===== src/sv/efd_pkg.sv =====
// efd_pkg: shared types, constants and saturation helper for the explicit
// finite-difference option stencil; depends on nothing

package efd_pkg;

	localparam int MAX_NODES  = 4096;
	localparam int FRAC_BITS  = 32;
	localparam int Q_W        = 48;
	localparam int U_W        = 47;
	localparam int POS_W      = $clog2(MAX_NODES);
	localparam int CFG_IDX_W  = 3;
	localparam int CFG_W      = 48;
	localparam int CMDQ_DEPTH = 4;
	localparam int CMDQ_AW    = $clog2(CMDQ_DEPTH);
	localparam int SW         = Q_W + 2;

	typedef logic signed [Q_W-1:0] q_t;
	typedef logic signed [SW-1:0] qw_t;

	localparam q_t QMAX  = {1'b0, {(Q_W-1){1'b1}}};
	localparam q_t QMIN  = {1'b1, {(Q_W-1){1'b0}}};
	localparam q_t Q_ONE = q_t'(64'd1 << FRAC_BITS);
	localparam qw_t WMAX = SW'(QMAX);
	localparam qw_t WMIN = SW'(QMIN);

	typedef enum logic [1:0] {
		ST_OK       = 2'd0,
		ST_UNSTABLE = 2'd1,
		ST_OVERFLOW = 2'd2,
		ST_SHORT    = 2'd3
	} status_t;

	typedef enum logic [CFG_IDX_W-1:0] {
		REG_VARIANCE    = 3'd0,
		REG_CARRY       = 3'd1,
		REG_RATE        = 3'd2,
		REG_TIME_STEP   = 3'd3,
		REG_MIN_SPOT    = 3'd4,
		REG_SPACING     = 3'd5,
		REG_INV_SPACING = 3'd6
	} reg_idx_t;

	typedef struct packed {
		logic [U_W-1:0] variance;
		q_t             carry;
		q_t             rate;
		logic [U_W-1:0] time_step;
		logic [U_W-1:0] min_spot;
		logic [U_W-1:0] spacing;
		logic [U_W-1:0] inv_spacing;
	} cfg_t;

	// one classified item for the back end
	typedef struct packed {
		logic             interior;
		logic [POS_W-1:0] idx;
		q_t               pl;
		q_t               pc;
		q_t               pu;
		q_t               bv;
		logic             tail;
		status_t          status;
	} cmd_t;

	typedef struct packed {
		q_t   val;
		logic ov;
	} sat_t;

	function automatic sat_t sat_wide(qw_t v);
		sat_t r;
		r.ov  = 1'b0;
		r.val = q_t'(v);
		if (v > WMAX) begin
			r.ov  = 1'b1;
			r.val = QMAX;
		end else if (v < WMIN) begin
			r.ov  = 1'b1;
			r.val = QMIN;
		end
		return r;
	endfunction

endpackage


===== src/sv/efd_front.sv =====
// efd_front: accepts grid nodes, keeps the node position and value window,
// and classifies the items into commands; depends on efd_pkg

module efd_front (
	input  logic                 clk,
	input  logic                 arst_n,
	input  logic                 accept,
	input  efd_pkg::q_t          prev_value,
	input  efd_pkg::q_t          boundary_value,
	input  logic                 last_node,
	output logic                 cmd_push,
	output efd_pkg::cmd_t        cmd
);

	logic [efd_pkg::POS_W-1:0] pos_q;
	efd_pkg::q_t               win0_q, win1_q;
	logic                      last;
	logic                      early;

	assign last  = last_node | (pos_q == efd_pkg::POS_W'(efd_pkg::MAX_NODES - 1));
	assign early = pos_q < efd_pkg::POS_W'(2);

	always_comb begin
		cmd.interior = ~early;
		cmd.idx      = pos_q - efd_pkg::POS_W'(1);
		cmd.pl       = win0_q;
		cmd.pc       = win1_q;
		cmd.pu       = prev_value;
		cmd.bv       = boundary_value;
		cmd.tail     = last;
		cmd.status   = (early && last) ? efd_pkg::ST_SHORT : efd_pkg::ST_OK;
		cmd_push     = accept && (!early || last || pos_q == '0);
	end

	always_ff @(posedge clk or negedge arst_n) begin
		if (!arst_n) begin
			pos_q  <= '0;
			win0_q <= '0;
			win1_q <= '0;
		end else if (accept) begin
			if (last) begin
				pos_q <= '0;
			end else begin
				pos_q  <= pos_q + efd_pkg::POS_W'(1);
				win0_q <= win1_q;
				win1_q <= prev_value;
			end
		end
	end

endmodule


===== config.mk =====
export PLATFORM = sky130hd
export DESIGN_NAME = efd_front
export DESIGN_NICKNAME = d
export VERILOG_FILES = /design/src/sv/efd_pkg.sv /design/src/sv/efd_front.sv
export SDC_FILE = /design/constraint.sdc
export NUM_CORES = 1
export LEC_CHECK = 0
export BUFFER_PORTS_ARGS = -buffer_cell sky130_fd_sc_hd__clkbuf_2
export CAP_MARGIN = 15
export CELL_PAD_IN_SITES_DETAIL_PLACEMENT = 0
export CELL_PAD_IN_SITES_GLOBAL_PLACEMENT = 1
export CORE_ASPECT_RATIO = 0.75
export CORE_MARGIN = 10
export CORE_UTILIZATION = 35
export CTS_CLUSTER_DIAMETER = 40
export DETAILED_ROUTE_END_ITERATION = 10
export PLACE_DENSITY = 0.86
export SETUP_SLACK_MARGIN = 0.5
export SYNTH_ARGS = -nofsm -noshare
export SYNTH_HDL_FRONTEND = slang
export SYNTH_SLANG_ARGS = --single-unit

===== constraint.sdc =====
create_clock -name clk -period 6.2 [get_ports clk]
set_clock_uncertainty 0.1 [all_clocks]
set_input_delay 0.31 -clock clk [delete_from_list [all_inputs] [get_ports clk]]
set_output_delay 0.31 -clock clk [all_outputs]
set_load 0.01 [all_outputs]

==> results.md <==
* Max Cap Viol at 0
* Wire length per cell at 16.6 um
* CP arrival at 2410 ps
* WL final at 12.1 mm
* Routed via count at 3,319
* Endpoints failing hold at 0
* Post-synth top area share at 0.516
* Seq pwr share at 0.473
* Post-route insts no fill at 729
* CTS tree: yes
* Num CTS Buffers at 9
* #FFs+latches synth at 108
* Clk sink count at 108
* Initial Utilization at 0.360
* Post-synth top area cell: dfrtp_1
* WHS Endpoint: win1_q[13]
* Setup tns final at 0 ps
* Comb pwr share at 0.253
* Hold Path Stages at 2
* Synthesis-to-layout area growth at 14.1%
* Power per standard cell area at 322 nW/um^2
* Synth Net Count at 514
* Hold crit path type: in2reg
* RSZ-0062 raised after global routing: no
* Initial antenna violation count at 0
* Flop-to-flop setup slack at 3640 ps
* Area contributors post-synth: dfrtp_1 52%, mux2_2 21%, buf_4 14%, buf_6 1.9%, xnor2_1 1.5%
* FF-to-FF path depth at 5
* Max_slew headroom at 0.462
* Critical Path Sink Type: output port
* DRC Markers at 0
* Core area at 14,500 sq um
* Die area at 20,300 sq um
* Switch Pwr at 0.591 mW
* Syn avg cell area at 12.7 sq um
* CP Data Required Time at 5790 ps
* Ant diodes at 0
* Min-delay src: prev_value[13]
* Core Rows at 38
* Reg2reg start: pos_q[1]
* Layout cells sized above 1 at 0.626
* Die height at 126 um
* Post CTS Setup Buffer Count at 0
* DP HPWL at 9.58 mm
* Max Freq at 355 MHz
* RR Endpoint: win1_q[3]
* Largest net degree at the start of global routing at 65
* Total gr overflow at 0
* Cells after DPL at 713
* Syn Inst Count at 411
* Vias per cell at 4.55
* Vias in the first global route at 3,635
* Outcome: complete, no violations
* Dpl cell area at 5700 sq um
* Sequential fraction of the synthesis area at 0.516
* Max VDD drop at 167 uV
* Final core occ at 0.411
* IO Port Bufs at 212
* Register Area at 2700 sq um
* Min Tclk post-route at 2820 ps
* Syn Std Cell Area at 5240 sq um
* Multi-input gate area at 1630 sq um
* Design area at 5970 sq um
* Clock transition at path regs at 70 ps
* Fin nets at 628
* Initial drt markers at 124
* GPL Wtd Cong at 0.809
* P_leak at 2.96 nW
* Max-slew violations at 0
* H-tree levels at 3
* Later-pin clock latency in the skew report at 340 ps
* Setup violators final at 0
* Switch share at 0.307
* Total GRT Usage at 0.117
* Clock share of power at 0.274
* Filler Cell Count at 1,418
* Routed Antenna Nets at 0
* Longest Clk Path Bufs at 2
* First-pass GRT wire length at 19.5 mm
* CP Max Fanout at 8
* Final worst-path cycle share at 0.454
* Drt pass-1 iters at 4
* Synth unique cells at 34
* Clk root buf: clkbuf_16
* # IOs at 309
* Die X-Extent at 161 um
* Worst-margin pin slew at 807 ps
* YS warnings at 0
* Crit Path Category: reg2out
* Critical Path Source Type: flip-flop
* Internal Power at 1.33 mW
-- worst max-delay path: stages (launching register included) --
cell and delay, ps:
dfrtp_1 440, ha_1 280, nand4_2 250, o31ai_1 690
nor2b_1 240, clkbuf_2 160
-- what timing repair did --
action / in CTS / in global routing
setup endpoints to repair: 0 / 0
hold buffers: 1 / 0
gates resized for setup: 0 / 0
endpoints found under the hold margin: 44 / 0
-- cell usage in the layout (no fill, tap or decap), drive strengths merged --
cell type / n
clkbuf: 220
dfrtp: 108
mux2: 96
nor2: 14
nand2: 13
xnor2: 9
inv: 9
o21ai: 6
nand3: 5
o31ai: 5
nor3: 4
buf: 4
nor4: 4
xor2: 3
ha: 3
clkinv: 3
nand4: 3
or4: 2
and2: 2
nor2b: 2
a21oi: 2
a31o: 2
clkinvlp: 2
or3: 1
o31a: 1
a21o: 1
a31oi: 1
a211o: 1
o22ai: 1
mux2i: 1
dlygate4sd3: 1
-- kinds of logic after synthesis --
group                    count (synthesis)  share of synthesized area
XOR/XNOR                                12                     0.0201
multiplexers                            97                      0.208
AO/OA/AOI/OAI                           20                     0.0263
buffers and inverters                  121                      0.174
AND/OR/NAND/NOR                         50                     0.0476
adder cells (fa/ha/maj)                  3                    0.00717
flip-flops                             108                      0.516
-- flip-flops by register name (all words and copies together), names as in the netlist --
signal and cells:
pos_q 12, win0_q 48, win1_q 48
-- layout make-up --
type | instances | share of cell area
well taps | 200 | 0.0419
repair buffers | 216 | 0.183
flip-flops and latches | 108 | 0.452
clock buffers | 9 | 0.0377
clock inverters | 6 | 0.00691
multi-input cells | 182 | 0.273
inverters | 8 | 0.00503
-- worst max-delay path by stage --
stage                      end     start  slack [ps]  cells past startpoint
floorplan               cmd[1]  pos_q[1]        3960                      5
global placement    win0_q[32]  pos_q[1]        3710                      5
detailed placement  win0_q[14]  pos_q[0]        3620                      5
CTS                     cmd[1]  pos_q[0]        3380                      5
global route            cmd[0]  pos_q[0]        3130                      5
finish                  cmd[0]  pos_q[1]        3380                      5
-- cells in the mapped netlist, drive strengths merged --
cell    number
buf        111
mux2        96
clkbuf       2
o31a         1
o22ai        1
dfrtp      108
nor4         4
xnor2        9
o31ai        5
or4          2
a21oi        2
nand2       13
nor2b        2
or3          1
o21ai        6
inv          8
nand4        3
nor3         4
ha           3
a211o        1
a31o         2
a31oi        1
mux2i        1
nor2        14
and2         2
xor2         3
a21o         1
nand3        5
-- metal layers --
layer	vias to the layer above	global-route usage	part of all wire	routed length (um)
met4	0	0.0379	0.019	234
met5	-	0	0	0
met3	31	0.0684	0.11	1390
met1	1598	0.131	0.40	4810
li1	1527	-	-	-
met2	163	0.184	0.47	5670
-- through the flow --
stage	hold slack [ps]	worst slack, ps	power [mW]
6_report	113	3380	1.93
5_1_grt	99.9	3130	2.05
4_1_cts	94.1	3380	1.97
3_5_place_dp	240	3620	1.43
3_3_place_gp	228	3710	1.41
2_1_floorplan	-85.6	3960	1.23
-- power groups by stage --
stage | sequential [mW] | combinational, mW | clock [mW]
floorplan | 0.968 | 0.257 | 0
global placement | 0.914 | 0.493 | 0
detailed placement | 0.925 | 0.504 | 0
CTS | 0.912 | 0.505 | 0.550
global route | 0.929 | 0.539 | 0.582
finish | 0.911 | 0.488 | 0.527
(Power assumes the default switching activity.)
