[config.mk]
export PLATFORM = sky130hd
export DESIGN_NAME = efd_cmdq
export DESIGN_NICKNAME = d
export VERILOG_FILES = /design/src/sv/efd_pkg.sv /design/src/sv/efd_cmdq.sv
export SDC_FILE = /design/constraint.sdc
export NUM_CORES = 1
export LEC_CHECK = 0
export ABC_CLOCK_PERIOD_IN_PS = 8000
export BUFFER_PORTS_ARGS = -buffer_cell sky130_fd_sc_hd__buf_4
export CORE_MARGIN = 2
export CORE_UTILIZATION = 30
export DETAILED_ROUTE_END_ITERATION = 8
export PLACE_DENSITY = 0.55
export SLEW_MARGIN = 20
export SYNTH_ARGS = -nofsm -noshare
export SYNTH_HDL_FRONTEND = slang
export SYNTH_SLANG_ARGS = --single-unit
[constraint.sdc]
create_clock -name clk -period 8 [get_ports clk]
set_input_delay 0.8 -clock clk [delete_from_list [all_inputs] [get_ports clk]]
set_output_delay 0.8 -clock clk [all_outputs]
set_load 0.03 [all_outputs]
[src/sv/efd_pkg.sv]
// efd_pkg: shared types, constants and saturation helper for the explicit
// finite-difference option stencil; depends on nothing

package efd_pkg;

	localparam int MAX_NODES  = 4096;
	localparam int FRAC_BITS  = 32;
	localparam int Q_W        = 48;
	localparam int U_W        = 47;
	localparam int POS_W      = $clog2(MAX_NODES);
	localparam int CFG_IDX_W  = 3;
	localparam int CFG_W      = 48;
	localparam int CMDQ_DEPTH = 4;
	localparam int CMDQ_AW    = $clog2(CMDQ_DEPTH);
	localparam int SW         = Q_W + 2;

	typedef logic signed [Q_W-1:0] q_t;
	typedef logic signed [SW-1:0] qw_t;

	localparam q_t QMAX  = {1'b0, {(Q_W-1){1'b1}}};
	localparam q_t QMIN  = {1'b1, {(Q_W-1){1'b0}}};
	localparam q_t Q_ONE = q_t'(64'd1 << FRAC_BITS);
	localparam qw_t WMAX = SW'(QMAX);
	localparam qw_t WMIN = SW'(QMIN);

	typedef enum logic [1:0] {
		ST_OK       = 2'd0,
		ST_UNSTABLE = 2'd1,
		ST_OVERFLOW = 2'd2,
		ST_SHORT    = 2'd3
	} status_t;

	typedef enum logic [CFG_IDX_W-1:0] {
		REG_VARIANCE    = 3'd0,
		REG_CARRY       = 3'd1,
		REG_RATE        = 3'd2,
		REG_TIME_STEP   = 3'd3,
		REG_MIN_SPOT    = 3'd4,
		REG_SPACING     = 3'd5,
		REG_INV_SPACING = 3'd6
	} reg_idx_t;

	typedef struct packed {
		logic [U_W-1:0] variance;
		q_t             carry;
		q_t             rate;
		logic [U_W-1:0] time_step;
		logic [U_W-1:0] min_spot;
		logic [U_W-1:0] spacing;
		logic [U_W-1:0] inv_spacing;
	} cfg_t;

	// one classified item for the back end
	typedef struct packed {
		logic             interior;
		logic [POS_W-1:0] idx;
		q_t               pl;
		q_t               pc;
		q_t               pu;
		q_t               bv;
		logic             tail;
		status_t          status;
	} cmd_t;

	typedef struct packed {
		q_t   val;
		logic ov;
	} sat_t;

	function automatic sat_t sat_wide(qw_t v);
		sat_t r;
		r.ov  = 1'b0;
		r.val = q_t'(v);
		if (v > WMAX) begin
			r.ov  = 1'b1;
			r.val = QMAX;
		end else if (v < WMIN) begin
			r.ov  = 1'b1;
			r.val = QMIN;
		end
		return r;
	endfunction

endpackage

[src/sv/efd_cmdq.sv]
// efd_cmdq: short command queue between the front and back ends
// depends on efd_pkg

module efd_cmdq (
	input  logic          clk,
	input  logic          arst_n,
	input  logic          push_en,
	input  efd_pkg::cmd_t push_data,
	output logic          full,
	input  logic          pop_en,
	output logic          empty,
	output efd_pkg::cmd_t head
);

	efd_pkg::cmd_t               mem_q [efd_pkg::CMDQ_DEPTH];
	logic [efd_pkg::CMDQ_AW-1:0] wr_q, rd_q;
	logic [efd_pkg::CMDQ_AW:0]   cnt_q;
	logic                        do_push, do_pop;

	assign full    = cnt_q == (efd_pkg::CMDQ_AW+1)'(efd_pkg::CMDQ_DEPTH);
	assign empty   = cnt_q == '0;
	assign head    = mem_q[rd_q];
	assign do_push = push_en && !full;
	assign do_pop  = pop_en && !empty;

	always_ff @(posedge clk) begin
		if (do_push) begin
			mem_q[wr_q] <= push_data;
		end
	end

	always_ff @(posedge clk or negedge arst_n) begin
		if (!arst_n) begin
			wr_q  <= '0;
			rd_q  <= '0;
			cnt_q <= '0;
		end else begin
			if (do_push) begin
				wr_q <= wr_q + efd_pkg::CMDQ_AW'(1);
			end
			if (do_pop) begin
				rd_q <= rd_q + efd_pkg::CMDQ_AW'(1);
			end
			if (do_push && !do_pop) begin
				cnt_q <= cnt_q + (efd_pkg::CMDQ_AW+1)'(1);
			end else if (do_pop && !do_push) begin
				cnt_q <= cnt_q - (efd_pkg::CMDQ_AW+1)'(1);
			end
		end
	end

endmodule

==> results by group, run 1 <==
Outcome
  • Status: completed

Place
  • Post-detailed-placement half-perimeter wirelength: 38000 µm
  • Final Wtd Congestion: 0.697
  • Cells after DPL: 2877
  • Post-Place Worst Slack: 4330 ps
  • Port Buffer Count: 421

Cells and area
  • Nets: 1820
  • Relative area change from synthesis to final layout: 24.0%
  • Final standard cell count with taps included and fillers excluded: 3043
  • Share of cells above drive strength 1: 46.4%
  • Filler Cell Count: 9244
  • Core Util, Final: 37.4%

Route
  • Detailed-routing iteration count for the pre-antenna-repair pass: 4
  • WL per Instance: 21.5 µm
  • Iteration-0 DRC Markers: 807
  • Number of vias after detailed routing: 13500
  • Routed Wire Length: 65500 µm
  • Remaining DRCs: 0
  • Routed Antenna Nets: 0
  • Via-per-instance ratio: 4.45

STA
  • Max-slew violation total from the final report: 0
  • Setup-violating endpoint count in the final report: 0
  • Skew final: 22.2 ps
  • Unrepaired setup endpoints after global routing: no
  • Final count of hold timing violations: 0
  • Period minus WS final: 4130 ps
  • Slack of the critical path: 3870 ps
  • Actual slew at the worst max-slew pin: 1090 ps
  • Upper clock frequency limit: 0.242 GHz
  • Portion of the clock cycle consumed by the worst path in the final layout: 51.6%
  • Tightest slew margin relative to the limit: 27.7%
  • Setup tns final: 0 ps

Worst hold path
  • Path class of the lowest-slack min-delay path: input pin to register
  • Beginning of the worst hold path: push_data[178]

GRT
  • Largest net degree at the start of global routing: 118
  • Met1 Resource Use GR: 14.8%
  • Antenna violations before repair: 6
  • Total global-route track usage: 12.4%
  • Number of global-route vias before repair: 14600
  • Global-route layer with the greatest usage: met2
  • Met3 track demand over resource in global routing: 4.48%
  • Global-route wire length before repair: 95500 µm
  • Met2 track utilization from global routing: 20.8%
  • Total congestion overflow after global routing: 0

Floorplanning
  • Number of top-level pins: 422
  • Overall die height: 324 µm
  • CORE AREA: 0.102 mm²
  • Initial core utilization: 30.2%
  • Width of the die: 324 µm
  • Rows: 117
  • Overall die area: 0.105 mm²

Clock network
  • Number of buffers added by the clock tree synthesis step: 90
  • Number of buffers inserted by post-CTS setup repair: 0
  • Clock network latency to the later pin of the worst-skew pair: 640 ps
  • Total clock sinks: 839
  • Root buffer cell: sky130_fd_sc_hd__clkbuf_16
  • Clock tree from TritonCTS: built
  • Count of H-tree levels built during CTS: 3
  • Clk buf depth: 3
  • Clk slew on worst S/H paths: 60 ps

Synthesis
  • FFs w/ async S/R, synth: 0.834%
  • Gate count after technology mapping: 1123
  • Number of flip-flops and latches in the synthesized netlist: 839
  • Number of warnings reported in the yosys synthesis log: 0
  • Count of flip-flops with a built-in enable after synthesis: 832
  • Prevailing post-synth register cell: sky130_fd_sc_hd__edfxtp_1
  • Synthesized area per cell: 27.3 µm²
  • Fraction of the yosys area taken by sequential cells: 82.1%
  • Cell area after technology mapping: 0.0307 mm²
  • Unique masters post-synth: 22
  • Number of nets produced by synthesis: 1341

Setup path
  • Type of origin of the critical path: register
  • Worst Path Arrival: 3330 ps
  • CP Class: register to primary output
  • Critical path peak fanout: 99
  • Worst EP required: 7200 ps
  • CP Capture Type: primary output
  • Setup crit start: rd_q[0]
  • Origin of the critical flop-to-flop path: cnt_q[2]

Power and ir drop
  • Reported leakage power: 12.6 nW
  • Max rail drop VDD: 0.279 mV
  • Overall power of the completed layout: 15.5 mW
  • Power Density: 408 mW/mm²

Run
  • Max Cap Viol: 0
-- Yosys cell counts, types with 2 or more instances --
library cell / number / area (µm²)
sky130_fd_sc_hd__mux4_2: 208 / 4680
sky130_fd_sc_hd__buf_12: 22 / 440
sky130_fd_sc_hd__xnor2_1: 4 / 35.0
sky130_fd_sc_hd__inv_1: 4 / 15.0
sky130_fd_sc_hd__dfrtp_1: 7 / 175
sky130_fd_sc_hd__clkbuf_1: 5 / 18.8
sky130_fd_sc_hd__buf_2: 19 / 95.1
sky130_fd_sc_hd__xor2_1: 2 / 17.5
sky130_fd_sc_hd__and2_1: 4 / 25.0
sky130_fd_sc_hd__ha_1: 5 / 62.6
sky130_fd_sc_hd__edfxtp_1: 832 / 25000
-- layout make-up --
cell class | instances | area [µm²] | area share, %
Timing Repair Buffer | 435 | 3360 | 8.83
Antenna cell | 3 | 7.51 | 0.0198
Multi-Input combinational cell | 232 | 4910 | 12.9
Inverter | 4 | 15.0 | 0.0395
Clock buffer | 110 | 2340 | 6.15
Clock inverter | 52 | 490 | 1.29
Sequential cell | 839 | 25200 | 66.2
Tap cell | 1368 | 1710 | 4.50
-- cell families after synthesis --
group	count (synthesis)	synth area share (%)
xor gates and xnor gates	6	0.171
adders and majority gates	6	0.269
muxes	210	15.4
buffers and inverters	52	1.92
DFF	839	82.1
and+or+nand+nor	10	0.204
-- final timing paths --
check	endpoint	slack, ps	depth (start not counted)
min	mem_q[3][178]	350	1
min reg2reg	cnt_q[2]	510	1
max in group asynchronous	rd_q[1]	7340	2
max reg2reg	mem_q[0][24]	4690	4
min in group asynchronous	wr_q[0]	510	2
max	head[156]	3870	3
-- flip-flops by register name, indices dropped and copies added (netlist names) --
signal,cells
cnt_q,3
wr_q,2
mem_q,832
rd_q,2
-- cell usage in the layout, fill, tap and decap left out, types with 5 or more instances in the layout --
cell type	count
sky130_fd_sc_hd__clkbuf_1	19
sky130_fd_sc_hd__bufinv_16	8
sky130_fd_sc_hd__inv_6	8
sky130_fd_sc_hd__buf_4	427
sky130_fd_sc_hd__buf_12	7
sky130_fd_sc_hd__clkbuf_16	90
sky130_fd_sc_hd__dfrtp_1	5
sky130_fd_sc_hd__mux4_2	208
sky130_fd_sc_hd__clkinv_2	13
sky130_fd_sc_hd__clkinv_1	18
sky130_fd_sc_hd__ha_1	5
sky130_fd_sc_hd__edfxtp_1	832
-- through the flow --
step	area, µm²	hold WS [ps]
after floorplan	30700	445
after global placement	35200	466
after detailed placement	35200	498
after CTS	38000	279
after global routing	38000	290
final	38000	352
-- critical path: stages, from the launching register on --
cell and delay, ps:
sky130_fd_sc_hd__dfrtp_4 990, sky130_fd_sc_hd__buf_12 670, sky130_fd_sc_hd__mux4_2 630, sky130_fd_sc_hd__buf_4 190
-- what timing repair did --
item / CTS / global route
hold buffers: 1 / 0
resized for setup: 0 / 0
endpoints found under the hold margin: 7 / 0
-- where the power goes --
group | switching [mW] | internal, mW
logic | 3.30 | 2.13
registers | 0.276 | 5.82
clock network | 1.64 | 2.34
total | 5.21 | 10.3
-- metal layers --
metal | up-vias | share of wire [%]
met4 | 8 | 2.2
met1 | 7239 | 39
met5 | - | 0.084
met2 | 343 | 51
met3 | 103 | 7.3
li1 | 5852 | -
No activity file was read; power rests on OpenSTA's default activity.
==> run 2: changes to the inputs <==
--- a/config.mk
+++ b/config.mk
@@ -5,12 +5,12 @@
 export SDC_FILE = /design/constraint.sdc
 export NUM_CORES = 1
 export LEC_CHECK = 0
-export ABC_CLOCK_PERIOD_IN_PS = 8000
+export ABC_CLOCK_PERIOD_IN_PS = 3700
 export BUFFER_PORTS_ARGS = -buffer_cell sky130_fd_sc_hd__buf_4
 export CORE_MARGIN = 2
 export CORE_UTILIZATION = 30
 export DETAILED_ROUTE_END_ITERATION = 8
-export PLACE_DENSITY = 0.55
+export PLACE_DENSITY = 0.57
 export SLEW_MARGIN = 20
 export SYNTH_ARGS = -nofsm -noshare
 export SYNTH_HDL_FRONTEND = slang
==> constraint.sdc (replaced) <==
create_clock -name clk -period 3.7 [get_ports clk]
set_input_delay 0.37 -clock clk [delete_from_list [all_inputs] [get_ports clk]]
set_output_delay 0.37 -clock clk [all_outputs]
set_load 0.03 [all_outputs]
==> results by group, run 2 (synthesis gave the netlist of run 1 again) <==
STA
  • Skew final: 26.4 ps
  • Final count of hold timing violations: 0
  • Upper clock frequency limit: 0.331 GHz
  • Max-slew violation total from the final report: 0
  • Worst hold margin: 96.5 ps
  • Period minus WS final: 3020 ps
  • Tightest slew margin relative to the limit: 48.4%
  • Actual slew at the worst max-slew pin: 774 ps
  • Portion of the clock cycle consumed by the worst path in the final layout: 81.6%
  • Setup-violating endpoint count in the final report: 0
  • Unrepaired setup endpoints after global routing: no

Outcome
  • Status: completed

Power and ir drop
  • Reported leakage power: 13.8 nW
  • Max rail drop VDD: 0.551 mV
  • Power Density: 835 mW/mm²

Place
  • Area after detailed placement: 0.0357 mm²
  • Post-detailed-placement half-perimeter wirelength: 42400 µm
  • Final Wtd Congestion: 0.743
  • Port Buffer Count: 421

Setup path
  • Standard cell with the maximum stage delay on the critical path: sky130_fd_sc_hd__dfrtp_4
  • CP Capture Type: primary output
  • Max stage delay on crit path: 640 ps
  • Type of origin of the critical path: register
  • Number of cells on the worst reg-to-reg path: 4
  • Critical Path, Cell by Cell: buf_12 -> buf_4 -> mux4_2 -> buf_4
  • Worst EP required: 3330 ps
  • FF-to-FF setup slack: 1220 ps
  • CP Class: register to primary output
  • Critical path peak fanout: 25
  • Worst Path Arrival: 2650 ps
  • Most used cell along the critical path: sky130_fd_sc_hd__buf_4

GRT
  • Number of global-route vias before repair: 15900
  • Global-route wire length before repair: 98900 µm
  • Total global-route track usage: 12.7%
  • Largest net degree at the start of global routing: 81
  • Total congestion overflow after global routing: 0
  • Antenna violations before repair: 5

Route
  • Detailed-routing iteration count for the pre-antenna-repair pass: 4
  • Routed Antenna Nets: 0
  • Via-per-instance ratio: 4.40
  • Iteration-0 DRC Markers: 1005
  • Routed Wire Length: 67200 µm
  • Remaining DRCs: 0
  • Number of vias after detailed routing: 14500
  • WL per Instance: 20.4 µm

Floorplanning
  • Overall die height: 324 µm
  • Rows: 117
  • Number of top-level pins: 422
  • Overall die area: 0.105 mm²
  • Width of the die: 324 µm
  • CORE AREA: 0.102 mm²
  • Initial core utilization: 30.2%

Cells and area
  • Biggest registers after layout: mem_q (832), cnt_q (3)
  • Relative area change from synthesis to final layout: 32.3%
  • Nets: 2072
  • Share of cells above drive strength 1: 42.2%
  • Most common library cell in the layout ignoring fill and taps: sky130_fd_sc_hd__edfxtp_1
  • Register cell area after layout: 0.0252 mm²
  • Finished Cell Area: 0.0406 mm²
  • Highest-count cells in the layout ignoring fill and taps: sky130_fd_sc_hd__edfxtp_1, sky130_fd_sc_hd__buf_4, sky130_fd_sc_hd__dlygate4sd3_1
  • Filler Cell Count: 9059
  • Flip-flop count of the largest register, all copies and words added: 832
  • Multi-input combinational cell area: 0.00491 mm²
  • Largest reg by FF count: mem_q

Clock network
  • Count of H-tree levels built during CTS: 3
  • Clock tree from TritonCTS: built
  • Clk buf depth: 3
  • Root buffer cell: sky130_fd_sc_hd__clkbuf_16
  • Number of buffers added by the clock tree synthesis step: 89
  • Clk slew on worst S/H paths: 50 ps
  • Total clock sinks: 839
  • Clock network latency to the later pin of the worst-skew pair: 650 ps

Run
  • Max Cap Viol: 0

Worst hold path
  • Path class of the lowest-slack min-delay path: input pin to async pin
-- run 2: cell count changes in the layout (fill, tap and decap cells not counted), moves of 6 or more --
| cell | delta |
|---|---|
| sky130_fd_sc_hd__dlygate4sd3_1 | +209 |
| sky130_fd_sc_hd__buf_4 | +25 |
| sky130_fd_sc_hd__buf_12 | +19 |
| sky130_fd_sc_hd__clkbuf_1 | +7 |
| sky130_fd_sc_hd__bufinv_16 | -6 |
| sky130_fd_sc_hd__inv_6 | -6 |
-- run 2: final cells by class --
| class | count | area share (%) |
|---|---|---|
| Timing Repair Buffer | 688 | 14.8 |
| Inverter | 4 | 0.0370 |
| Clock inverter | 43 | 0.805 |
| Multi-Input combinational cell | 232 | 12.1 |
| Antenna cell | 2 | 0.0123 |
| Clock buffer | 119 | 5.92 |
| Tap cell | 1368 | 4.22 |
| Sequential cell | 839 | 62.1 |
-- run 2: per-layer routing --
layer  vias to the layer above  track usage (%)  part of all wire [%]
met4                         6             3.52                   2.0
met1                      7684             15.6                    41
li1                       6368                -                     -
met5                         -                0                 0.046
met3                        87             3.83                   6.5
met2                       363             21.6                    51
-- run 2: per-stage QoR --
step / setup TNS [ps] / cells / power (mW) / util, % / setup WS [ps]
3_3_place_gp: 0 / 2921 / 25.8 / 35.2 / 1230
4_1_cts: 0 / 3293 / 34.5 / 39.9 / 518
3_5_place_dp: 0 / 2921 / 25.9 / 35.2 / 1150
2_1_floorplan: -147300 / 1123 / 21.5 / - / -177
6_report: 0 / 3295 / 33.9 / 39.9 / 680
5_1_grt: 0 / 3295 / 35.4 / 39.9 / 490
-- run 2: what timing repair did --
item,in CTS,in global routing
hold endpoints to repair,840,0
resized for setup,0,0
hold buffers,210,0
setup buffers,0,0
endpoints found under the setup margin,0,0
-- run 2: critical path: cells and delay by family (launching register included) --
kind,cells,cell delay [ps]
muxes,1,530
DFF,1,640
buffers and inverters,3,770
-- run 2: report_power, final --
group          switching (mW)  leakage (nW)  internal (mW)
logic                    7.44          4.73           5.13
registers               0.464          7.70           12.5
clock network            3.58          1.32           4.72
total                    11.5          13.8           22.4
-- run 2: worst paths after layout --
| path | from | endpoint |
|---|---|---|
| min in group clk | push_en | wr_q[0] |
| max | rd_q[0] | head[40] |
| max reg2reg | cnt_q[2] | mem_q[3][54] |
| max in group asynchronous | arst_n | rd_q[0] |
| min reg2reg | cnt_q[2] | cnt_q[2] |
| min | arst_n | rd_q[0] |
==> run 3: changes to the inputs <==
--- a/config.mk
+++ b/config.mk
@@ -5,12 +5,12 @@
 export SDC_FILE = /design/constraint.sdc
 export NUM_CORES = 1
 export LEC_CHECK = 0
-export ABC_CLOCK_PERIOD_IN_PS = 3700
+export ABC_CLOCK_PERIOD_IN_PS = 2810
 export BUFFER_PORTS_ARGS = -buffer_cell sky130_fd_sc_hd__buf_4
 export CORE_MARGIN = 2
 export CORE_UTILIZATION = 30
 export DETAILED_ROUTE_END_ITERATION = 8
-export PLACE_DENSITY = 0.57
+export PLACE_DENSITY = 0.55
 export SLEW_MARGIN = 20
 export SYNTH_ARGS = -nofsm -noshare
 export SYNTH_HDL_FRONTEND = slang
==> constraint.sdc (replaced) <==
create_clock -name clk -period 2.81 [get_ports clk]
set_input_delay 0.281 -clock clk [delete_from_list [all_inputs] [get_ports clk]]
set_output_delay 0.281 -clock clk [all_outputs]
set_load 0.03 [all_outputs]
==> results by group, run 3 (synthesis gave the netlist of run 1 again) <==
Route
  • WL per Instance: 20.9 µm
  • Number of vias after detailed routing: 14600
  • Routed Wire Length: 69500 µm
  • Via-per-instance ratio: 4.39
  • Iteration-0 DRC Markers: 881
  • Routed Antenna Nets: 0
  • Remaining DRCs: 0
  • Detailed-routing iteration count for the pre-antenna-repair pass: 5

Floorplanning
  • Number of top-level pins: 422
  • Rows: 117
  • Overall die height: 324 µm
  • CORE AREA: 0.102 mm²
  • Overall die area: 0.105 mm²
  • Initial core utilization: 30.2%
  • Width of the die: 324 µm

Power and ir drop
  • Reported leakage power: 14.1 nW
  • Power Density: 1120 mW/mm²
  • Max rail drop VDD: 0.666 mV

Cells and area
  • Relative area change from synthesis to final layout: 34.3%
  • Final standard cell count with taps included and fillers excluded: 3333
  • Highest-count cells in the layout ignoring fill and taps: sky130_fd_sc_hd__edfxtp_1, sky130_fd_sc_hd__buf_4, sky130_fd_sc_hd__dlygate4sd3_1
  • Multi-input combinational cell area: 0.00491 mm²
  • Filler Cell Count: 8978
  • Share of cells above drive strength 1: 43.3%
  • Flip-flop count of the largest register, all copies and words added: 832
  • Register cell area after layout: 0.0252 mm²
  • Most common library cell in the layout ignoring fill and taps: sky130_fd_sc_hd__edfxtp_1
  • Biggest registers after layout: mem_q (832), cnt_q (3)
  • Finished Cell Area: 0.0412 mm²
  • Nets: 2104
  • Largest reg by FF count: mem_q

Setup path
  • Standard cell with the maximum stage delay on the critical path: sky130_fd_sc_hd__mux4_2
  • Most used cell along the critical path: sky130_fd_sc_hd__buf_4
  • CP Class: register to primary output
  • Worst Path Arrival: 2390 ps
  • Critical path peak fanout: 14
  • Type of origin of the critical path: register
  • Kind of cell adding the most delay to the critical path: buffers and inverters
  • Number of buffers and inverters on the critical path: 3
  • Critical Path, Cell by Cell: buf_4 -> bufbuf_16 -> mux4_2 -> buf_4
  • CP Capture Type: primary output
  • Max stage delay on crit path: 540 ps
  • Worst EP required: 2530 ps

GRT
  • Largest net degree at the start of global routing: 58
  • Number of global-route vias before repair: 16300
  • Antenna violations before repair: 12
  • Total global-route track usage: 13.2%
  • Total congestion overflow after global routing: 0
  • Global-route wire length before repair: 102000 µm

Clock network
  • Count of H-tree levels built during CTS: 3
  • Clock tree from TritonCTS: built
  • Root buffer cell: sky130_fd_sc_hd__clkbuf_16
  • Total clock sinks: 839
  • Clk slew on worst S/H paths: 60 ps
  • Number of buffers added by the clock tree synthesis step: 91
  • Clk buf depth: 3
  • Clock network latency to the later pin of the worst-skew pair: 650 ps

STA
  • Final count of hold timing violations: 0
  • Unrepaired setup endpoints after global routing: no
  • Setup tns final: 0 ps
  • Upper clock frequency limit: 0.375 GHz
  • Actual slew at the worst max-slew pin: 433 ps
  • Skew final: 18.1 ps
  • Period minus WS final: 2670 ps
  • Setup-violating endpoint count in the final report: 0
  • Tightest slew margin relative to the limit: 71.2%
  • Portion of the clock cycle consumed by the worst path in the final layout: 95.0%
  • Max-slew violation total from the final report: 0

Place
  • Port Buffer Count: 421
  • Area after detailed placement: 0.0360 mm²
  • Post-detailed-placement half-perimeter wirelength: 44600 µm
  • Final Wtd Congestion: 0.740
  • Cells after DPL: 2944

Outcome
  • Status: completed

Run
  • Max Cap Viol: 0

Worst hold path
  • Path class of the lowest-slack min-delay path: input pin to register
[run 3: worst paths after layout]
check	start	endpoint	slack, ps	cells past startpoint
max reg2reg	cnt_q[0]	cnt_q[2]	610	8
max	rd_q[0]	head[116]	140	4
min in group asynchronous	arst_n	wr_q[0]	620	3
max in group asynchronous	arst_n	rd_q[1]	1910	3
min reg2reg	cnt_q[2]	cnt_q[2]	500	1
min	push_en	wr_q[0]	110	4
[run 3: what timing repair did]
item	CTS	global route
cloned	3	0
hold endpoints to repair	841	0
setup endpoints to repair	86	13
buffers inserted	3	0
gates resized for setup	3	1
hold buffers	211	0
[run 3: where the power goes]
group	internal [mW]	switching (mW)
Combinational	7.32	10.1
Sequential	16.5	0.564
Clock	6.70	4.72
[run 3: layer usage]
metal	track usage (%)	share of wire, %
met5	0	0.075
met1	15.7	40
met4	4.55	2.6
met3	4.25	6.7
met2	22.4	51
[run 3: area by class of cell]
type	count	share of cell area [%]
flip-flops and latches	839	61.1
repair buffers	718	15.7
multi-input cells	232	11.9
clock buffers	111	5.82
well taps	1368	4.16
clock inverters	53	1.13
diodes	8	0.0486
inverters	4	0.0365
[run 3: through the flow]
stage	setup slack, ps	power, mW	utilization [%]	hold slack (ps)
after floorplan	-1070	28.3	-	-14.6
after global placement	596	34.4	35.5	97.5
final	140	45.9	40.5	111
after detailed placement	626	34.6	35.5	100
after global routing	12.5	48.0	40.5	104
after CTS	0.252	46.8	40.5	42.7
[run 3: tightest hold or removal path, stage by stage]
cell and delay, ps:
sky130_fd_sc_hd__buf_4 70, sky130_fd_sc_hd__nor2b_1 120, sky130_fd_sc_hd__buf_4 160, sky130_fd_sc_hd__xnor2_1 70
